<file path="src/hw/rtl/stmp_pkg.sv">
// shared types and constants for the triangle mesh plane slicer
// no dependencies
`default_nettype none

package stmp_pkg;

  localparam int EDGE_DEPTH_DEF = 32;

  typedef struct packed {
    logic signed [31:0] normal_x;
    logic signed [31:0] normal_y;
    logic signed [31:0] first_x;
    logic signed [31:0] first_y;
    logic signed [31:0] first_z;
    logic signed [31:0] second_x;
    logic signed [31:0] second_y;
    logic signed [31:0] second_z;
    logic signed [31:0] third_x;
    logic signed [31:0] third_y;
    logic signed [31:0] third_z;
    logic               last_triangle;
  } facet_t;

  typedef struct packed {
    logic signed [31:0] start_x;
    logic signed [31:0] start_y;
    logic signed [31:0] end_x;
    logic signed [31:0] end_y;
    logic               reversed;
    logic               in_plane_edge;
    logic               store_overflow;
    logic               last_segment;
  } seg_t;

  // one stored in-plane edge
  typedef struct packed {
    logic signed [31:0] sx;
    logic signed [31:0] sy;
    logic signed [31:0] ex;
    logic signed [31:0] ey;
    logic               rev;
  } edge_t;

  // crossing point sources, in priority order
  typedef enum logic [2:0] {
    SRC_E01 = 3'd0,
    SRC_E02 = 3'd1,
    SRC_E21 = 3'd2,
    SRC_V0  = 3'd3,
    SRC_V1  = 3'd4,
    SRC_V2  = 3'd5
  } src_t;

  typedef enum logic [1:0] {
    OP_INTERP,
    OP_DIR_A,
    OP_DIR_B
  } op_t;

  typedef enum logic [1:0] {
    U_IDLE,
    U_MUL,
    U_DIV
  } unit_state_t;

  typedef enum logic [4:0] {
    S_IDLE,
    S_CLASS,
    S_PT_START,
    S_PT_WAIT,
    S_PT_WR,
    S_DIR_A,
    S_DIR_A_WAIT,
    S_DIR_B,
    S_DIR_B_WAIT,
    S_BRANCH,
    S_PRODUCE,
    S_SCAN_RD,
    S_SCAN_CMP,
    S_SCAN_END,
    S_FINISH,
    S_FL_RD,
    S_FL_CHK,
    S_DRAIN
  } ctrl_state_t;

  typedef struct packed {
    logic take;
    logic load_edge;
    logic unit_start;
    op_t  unit_op;
    logic slot;
    logic axis;
    logic write_pt;
    logic latch_a;
    logic latch_rev;
    logic idx_clear;
    logic idx_inc;
    logic mem_rd;
    logic scan_cmp;
    logic append;
    logic produce;
    logic produce_stored;
    logic push_last;
    logic clear_slice;
  } stmp_cmd_t;

  typedef struct packed {
    logic is_cross;
    logic is_edge;
    logic pt_vertex;
    logic unit_done;
    logic idx_lt_count;
    logic rd_cancelled;
    logic produce_ok;
    logic hold_valid;
    logic out_free;
    logic last_tri;
  } stmp_status_t;

endpackage

`default_nettype wire

</file>
<file path="src/hw/rtl/stmp_ctrl.sv">
// controller state machine for the triangle mesh plane slicer
// depends on stmp_pkg
`default_nettype none

module stmp_ctrl (
  input  wire logic                   clk,
  input  wire logic                   rst,
  input  wire logic                   facet_valid,
  output logic                        facet_stall,
  input  wire stmp_pkg::stmp_status_t status,
  output stmp_pkg::stmp_cmd_t         cmd
);
  import stmp_pkg::*;

  ctrl_state_t state, state_next;
  logic [1:0]  job;

  always_comb begin
    state_next = state;
    case (state)
      S_IDLE:   if (facet_valid) state_next = S_CLASS;
      S_CLASS: begin
        if (status.is_cross)     state_next = S_PT_START;
        else if (status.is_edge) state_next = S_DIR_A;
        else                     state_next = S_FINISH;
      end
      S_PT_START:   state_next = status.pt_vertex ? S_PT_WR : S_PT_WAIT;
      S_PT_WAIT:    if (status.unit_done) state_next = S_PT_WR;
      S_PT_WR:      state_next = (job == 2'd3) ? S_DIR_A : S_PT_START;
      S_DIR_A:      state_next = S_DIR_A_WAIT;
      S_DIR_A_WAIT: if (status.unit_done) state_next = S_DIR_B;
      S_DIR_B:      state_next = S_DIR_B_WAIT;
      S_DIR_B_WAIT: if (status.unit_done) state_next = S_BRANCH;
      S_BRANCH:     state_next = status.is_cross ? S_PRODUCE : S_SCAN_RD;
      S_PRODUCE:    if (status.produce_ok) state_next = S_FINISH;
      S_SCAN_RD:    state_next = status.idx_lt_count ? S_SCAN_CMP : S_SCAN_END;
      S_SCAN_CMP:   state_next = S_SCAN_RD;
      S_SCAN_END:   state_next = S_FINISH;
      S_FINISH:     state_next = status.last_tri ? S_FL_RD : S_DRAIN;
      S_FL_RD:      state_next = status.idx_lt_count ? S_FL_CHK : S_DRAIN;
      S_FL_CHK:     if (status.rd_cancelled || status.produce_ok) state_next = S_FL_RD;
      S_DRAIN:      if (!status.hold_valid || status.out_free) state_next = S_IDLE;
      default:      state_next = S_IDLE;
    endcase
  end

  always_comb begin
    cmd         = '0;
    cmd.unit_op = OP_INTERP;
    cmd.slot    = job[1];
    cmd.axis    = job[0];
    facet_stall = state != S_IDLE;
    case (state)
      S_IDLE:     cmd.take = facet_valid;
      S_CLASS:    cmd.load_edge = !status.is_cross && status.is_edge;
      S_PT_START: cmd.unit_start = !status.pt_vertex;
      S_PT_WR:    cmd.write_pt = 1'b1;
      S_DIR_A: begin
        cmd.unit_start = 1'b1;
        cmd.unit_op    = OP_DIR_A;
      end
      S_DIR_A_WAIT: cmd.latch_a = status.unit_done;
      S_DIR_B: begin
        cmd.unit_start = 1'b1;
        cmd.unit_op    = OP_DIR_B;
      end
      S_DIR_B_WAIT: cmd.latch_rev = status.unit_done;
      S_BRANCH:     cmd.idx_clear = !status.is_cross;
      S_PRODUCE:    cmd.produce = status.produce_ok;
      S_SCAN_RD:    cmd.mem_rd = status.idx_lt_count;
      S_SCAN_CMP: begin
        cmd.scan_cmp = 1'b1;
        cmd.idx_inc  = 1'b1;
      end
      S_SCAN_END:   cmd.append = 1'b1;
      S_FINISH:     cmd.idx_clear = status.last_tri;
      S_FL_RD:      cmd.mem_rd = status.idx_lt_count;
      S_FL_CHK: begin
        cmd.produce        = !status.rd_cancelled && status.produce_ok;
        cmd.produce_stored = 1'b1;
        cmd.idx_inc        = status.rd_cancelled || status.produce_ok;
      end
      S_DRAIN: begin
        cmd.push_last   = status.hold_valid && status.out_free;
        cmd.clear_slice = !status.hold_valid || status.out_free;
      end
      default: ;
    endcase
  end

  always_ff @(posedge clk) begin
    if (rst) begin
      state <= S_IDLE;
      job   <= '0;
    end else begin
      state <= state_next;
      if (state == S_CLASS)     job <= '0;
      else if (state == S_PT_WR) job <= job + 2'd1;
    end
  end

endmodule

`default_nettype wire

</file>
<file path="config.mk">
export PLATFORM = sky130hd
export DESIGN_NAME = stmp_ctrl
export DESIGN_NICKNAME = d
export VERILOG_FILES = /design/src/hw/rtl/stmp_pkg.sv /design/src/hw/rtl/stmp_ctrl.sv
export SDC_FILE = /design/constraint.sdc
export NUM_CORES = 1
export LEC_CHECK = 0
export BUFFER_PORTS_ARGS = -buffer_cell sky130_fd_sc_hd__buf_2
export CAP_MARGIN = 30
export CORE_ASPECT_RATIO = 1.25
export CORE_UTILIZATION = 52
export CTS_BUF_LIST = sky130_fd_sc_hd__clkbuf_4 sky130_fd_sc_hd__clkbuf_8
export DETAILED_ROUTE_END_ITERATION = 8
export GPL_TIMING_DRIVEN = 1
export HOLD_SLACK_MARGIN = 0.15
export PLACE_DENSITY_LB_ADDON = 0.05
export REMOVE_ABC_BUFFERS = 1
export SLEW_MARGIN = 5
export SYNTH_ARGS = -nofsm -noshare
export SYNTH_HDL_FRONTEND = slang
export SYNTH_SLANG_ARGS = --single-unit
</file>
<file path="constraint.sdc">
create_clock -name clk -period 1.81 [get_ports clk]
set_clock_uncertainty 0.1 [all_clocks]
set_input_delay 0.362 -clock clk [delete_from_list [all_inputs] [get_ports clk]]
set_output_delay 0.362 -clock clk [all_outputs]
set_load 0.03 [all_outputs]
</file>
Word level (Yosys, flattened, before mapping)
Index checks and enable logic that the tools add are counted.
- add/subtract/negate cells: 1
- eq/ne operators: 25
- mux-type cells: 31
- reductions and logical operators: 15
- operators with widths (operator ; number):
    case mux 5 bit (18 select lines) ; 1
    == test 5 x 4 -> 1 bit (second input constant) ; 8
    two-way mux 5 bit ; 8
    == test 5 x 3 -> 1 bit (second input constant) ; 4
    != test 2 bit (second input constant) ; 7
    two-way mux 1 bit ; 12
    == test 5 x 2 -> 1 bit (second input constant) ; 2
    == test 5 bit (second input constant) ; 2
    two-way mux 4 bit ; 2
    case mux 1 bit (2 select lines) ; 4
    AND reduction 7 bit ; 1
    two-way mux 3 bit ; 2
    OR reduction 2 bit ; 3
    == test 5 x 1 -> 1 bit (second input constant) ; 1
    zero test 5 bit ; 1
    nonzero test 5 bit ; 1
    zero test 1 bit ; 4
    case mux 2 bit (2 select lines) ; 1
    logical AND 1 bit ; 3
    adder 2 x 1 -> 2 bit (second input constant) ; 1
    == test 2 bit (second input constant) ; 1
    logical OR 1 bit ; 2
    two-way mux 2 bit ; 1
- register bits after elaboration: 7
- input bits: 13
- word-level logic and storage cells: 74

Logic depth before layout (Yosys ltp)
- depth after elaboration: 4
- gate-level depth with buffers: 7

Least setup slack after synthesis
Ideal clock, no wire load.
- kind: register -> output
- start: reg state[4]
- end: out cmd[6] in the netlist's numbering
- data arrival time: 1.764 ns
- data required time: 1.348 ns
- slack: -0.416 ns
- cell stages (with the launch flop): 5
- cell sequence: dfxtp_1 > buf_2 > buf_2 > buf_2 > nor4_1
- RTL lines (element ; RTL line ; source):
    start: declaration ; stmp_ctrl.sv:15 ; ctrl_state_t state, state_next;
    start signal: assignment ; stmp_ctrl.sv:96 ; state <= state_next;
    end: declaration ; stmp_ctrl.sv:11 ; output stmp_pkg::stmp_cmd_t cmd

==> flow_summary_export.csv <==
group,metric,value,unit
timing,final_period_utilization,1.16,
worst_setup_path,worst_r2r_startpoint,"state[1]$_SDFFE_PP0P_",
layout,fillCellCount,20,
worst_setup_path,worstSetupPathType,"reg2out",
clocking,number_of_sinks_driven_by_the_clock_tree,7,
grt,grt.total_usage,0.440,
run,timing.max_cap.violations,0,
synthesis,synth_edf_count,0,
synthesis,synth-warning-count,0,
synthesis,yosysUniqueCellTypes,54,
pwr,cellLeakagePower,0.765,nW
timing,maxClockFrequency,476,MHz
timing,finalMaxSlewViolations,0,
timing,timing.final.setup_violations,25,
pwr,power_density,1100,nW/um2
clocking,clkSlewWorstSetupHoldPaths,0.06,ns
clocking,cts-buffers-inserted,3,
grt,first_global_vias,1358,
timing,pnr_worst_setup_slack,-0.291,ns
timing,rsz0062_at_grt,"yes",
pwr,vdd_drop_max,0.881,mV
timing,maxSlewHeadroom,0.753,
worst_hold_path,worst_hold_path_type,"in2reg",
die,fp.dieArea,2100,um2
layout,antenna-diode-count,0,
grt,number_of_antenna_violations_at_the_first_check_in_global_routing,0,
die,design.portCount,33,
grt,grt_max_degree,11,
synthesis,synth-compound-area-share,0.313,
detailed_routing,post_route_drc_violation_count,0,
worst_setup_path,critical_path_cell_by_cell,"buf_6 -> inv_2 -> nor4_2 -> a31oi_1 -> nor2_1 -> buf_4",
worst_setup_path,critPathArrivalTime,1.64,ns
worst_setup_path,start_kind,"flop",
timing,timing_worst_slew_pin_value,0.365,ns
synthesis,main_combinational_cell_family_by_area_after_synthesis,"simple AND/OR/NAND/NOR gates",
worst_setup_path,crit_required,1.35,ns
synthesis,syn_inst,132,
worst_setup_path,worst_reg2reg_path_length_in_cells,8,
synthesis,synthXorXnorAreaFrac,0.00879,
grt,grt_pass1_wl,6320,um
detailed_routing,num_vias,1766,
synthesis,yosys.area_share.adder,0.0126,
die,initial_utilization,0.557,
layout,finish.net_count,215,
detailed_routing,wl_per_cell,28.3,um
clocking,ctsRootBufferMaster,"clkbuf_4",
status,failing_checks,"negative setup slack",
synthesis,yosys.area_share.simple,0.386,
worst_setup_path,setup.reg_to_reg.worst_slack,-0.25,ns
placement,place.detailed.hpwl,2260,um
worst_hold_path,worst_hold_path_cell_count,2,
timing,finalHoldViolCount,0,
die,floorplan.core_area,1790,um2
detailed_routing,drt-vias-per-instance,8.06,
detailed_routing,ant_nets,0,
synthesis,synth_mux_area_frac,0.0201,
worst_hold_path,min-delay-start,"status[6]",
status,run_status,"complete, but fails checks",
layout,final_common_cell,"buf_4",
timing,fin_crit,2.10,ns
timing,finalHoldWorstSlack,0.265,ns
layout,post_layout_util,0.982,
clocking,max-clock-path-buffers,2,
clocking,ctsHtreeMaxLevel,1,
worst_setup_path,cp_slowest_cell,"dfxtp_4",
placement,dp_worst_setup_slack,-0.0940,ns
layout,layout.cells.most_common_list,"42 x buf_4, 17 x buf_2, 14 x buf_6",
worst_setup_path,critical-path-max-stage-delay,0.41,ns
worst_setup_path,critical_path.reg2reg.endpoint,"job[0]$_SDFFE_PP0P_",
die,floorplan.die.height,50.9,um
synthesis,yosys_register_bits,7,
layout,syn_to_final_growth,76.1,%
detailed_routing,drt_pre_antenna_iters,6,
detailed_routing,initialDrtViolationCount,239,
synthesis,synthArstFlopShare,0,
detailed_routing,wirelength,6200,um
synthesis,synth_flop_cell,"dfxtp_1",
clocking,clkLatencyLatePin,0.27,ns
layout,post_route_cells_drive_above_1_share,0.630,
placement,placement.io_buffers,32,
synthesis,synth_sequential_area_ratio,0.141,
die,die_x,41.1,um
clocking,tritoncts,"done",
placement,final_replace_weighted_congestion,0.889,
worst_setup_path,crit_path_end_kind,"output port",
worst_hold_path,worst_hold_path.endpoint,"state[2]$_SDFFE_PP0P_",
die,row_count,17,
worst_setup_path,critical_path_peak_fanout,8,
synthesis,syn_avg_cell_area,7.55,um2
grt,globalRoute.totalOverflow,0,
synthesis,mappedNetlistArea,996,um2
where the power goes:
part / leakage, nW / switching (mW) / internal [mW] / total [mW]
sequential: 0.0602 / 0.0680 / 0.190 / 0.258
combinational: 0.687 / 0.850 / 0.658 / 1.51
clock: 0.0177 / 0.0763 / 0.0818 / 0.158
total: 0.765 / 0.994 / 0.930 / 1.92
critical path: cells and delay by family, from the launching register on:
family                 cells  cell delay (ns)
and+or+nand+nor            2             0.43
DFF                        1             0.41
AOI/OAI and AO/OA          1             0.13
buffers and inverters      3             0.39
layer usage:
| layer | GRT usage | up-vias | part of all wire |
|---|---|---|---|
| met1 | 0.484 | 739 | 0.29 |
| li1 | - | 634 | - |
| met2 | 0.760 | 270 | 0.42 |
| met3 | 0.0739 | 123 | 0.15 |
| met4 | 0.210 | 0 | 0.13 |
| met5 | 0 | - | 0 |
area by class of cell:
cell class,instances,area (um2),area share
inverter,5,18.8,0.0107
multi-input combinational,108,912,0.520
sequential,7,156,0.0892
tap,19,23.8,0.0136
clock buffer,3,22.5,0.0128
timing repair buffer,76,616,0.351
clock inverter,1,5.00,0.00285
cell usage after synthesis, drive strengths merged (2+ instances only):
| cell type | n | share of area |
|---|---|---|
| o32ai | 4 | 0.043 |
| and3 | 4 | 0.025 |
| nor3 | 10 | 0.055 |
| o22ai | 2 | 0.013 |
| a21oi | 7 | 0.039 |
| nand3 | 2 | 0.010 |
| nand2 | 10 | 0.040 |
| mux2i | 2 | 0.020 |
| nor4b | 2 | 0.024 |
| o21ai | 8 | 0.044 |
| nor2b | 4 | 0.025 |
| a211o | 2 | 0.018 |
| nor4 | 3 | 0.019 |
| nand2b | 8 | 0.050 |
| nor2 | 10 | 0.048 |
| or3 | 3 | 0.019 |
| inv | 5 | 0.019 |
| buf | 11 | 0.097 |
| o2111a | 2 | 0.023 |
| nand3b | 2 | 0.015 |
| o21a | 2 | 0.015 |
| nor4bb | 2 | 0.020 |
| dfxtp | 7 | 0.14 |
cell families after synthesis:
family,after synthesis
muxes,2
xor gates and xnor gates,1
DFF,7
and+or+nand+nor,64
adders and majority gates,1
AOI/OAI and AO/OA,40
buffers and inverters,17
what timing repair did:
item	4_1_cts	5_1_grt
hold buffers	0	0
hold endpoints to repair	0	0
pin swaps	10	13
gates resized for setup	45	36
gates cloned	1	0
buffers inserted	15	4
endpoints found under the setup margin	19	23
state kept, by name, indices dropped and copies added, names as in the netlist:
name   cells
state      5
job        2
through the flow:
stage | TNS [ns] | instances | cell area [um2] | power (mW)
global route | -3.37 | 219 | 1750 | 1.93
CTS | -0.356 | 215 | 1580 | 1.51
detailed placement | -0.261 | 195 | 1270 | 1.15
floorplan | -3.27 | 120 | 896 | 0.778
finish | -2.77 | 219 | 1750 | 1.92
global placement | -0.298 | 195 | 1270 | 1.14
worst max path at each step:
stage,start,to,slack [ns]
6_report,state[0]$_SDFFE_PP0P_,cmd[8],-0.29
5_1_grt,state[0]$_SDFFE_PP0P_,cmd[8],-0.28
4_1_cts,state[4]$_SDFFE_PP0P_,cmd[7],-0.07
3_5_place_dp,state[1]$_SDFFE_PP0P_,state[2]$_SDFFE_PP0P_,-0.09
3_3_place_gp,state[1]$_SDFFE_PP0P_,state[2]$_SDFFE_PP0P_,-0.07
2_1_floorplan,state[1]$_SDFFE_PP0P_,cmd[6],-0.59
No activity file was read; power rests on OpenSTA's default activity.
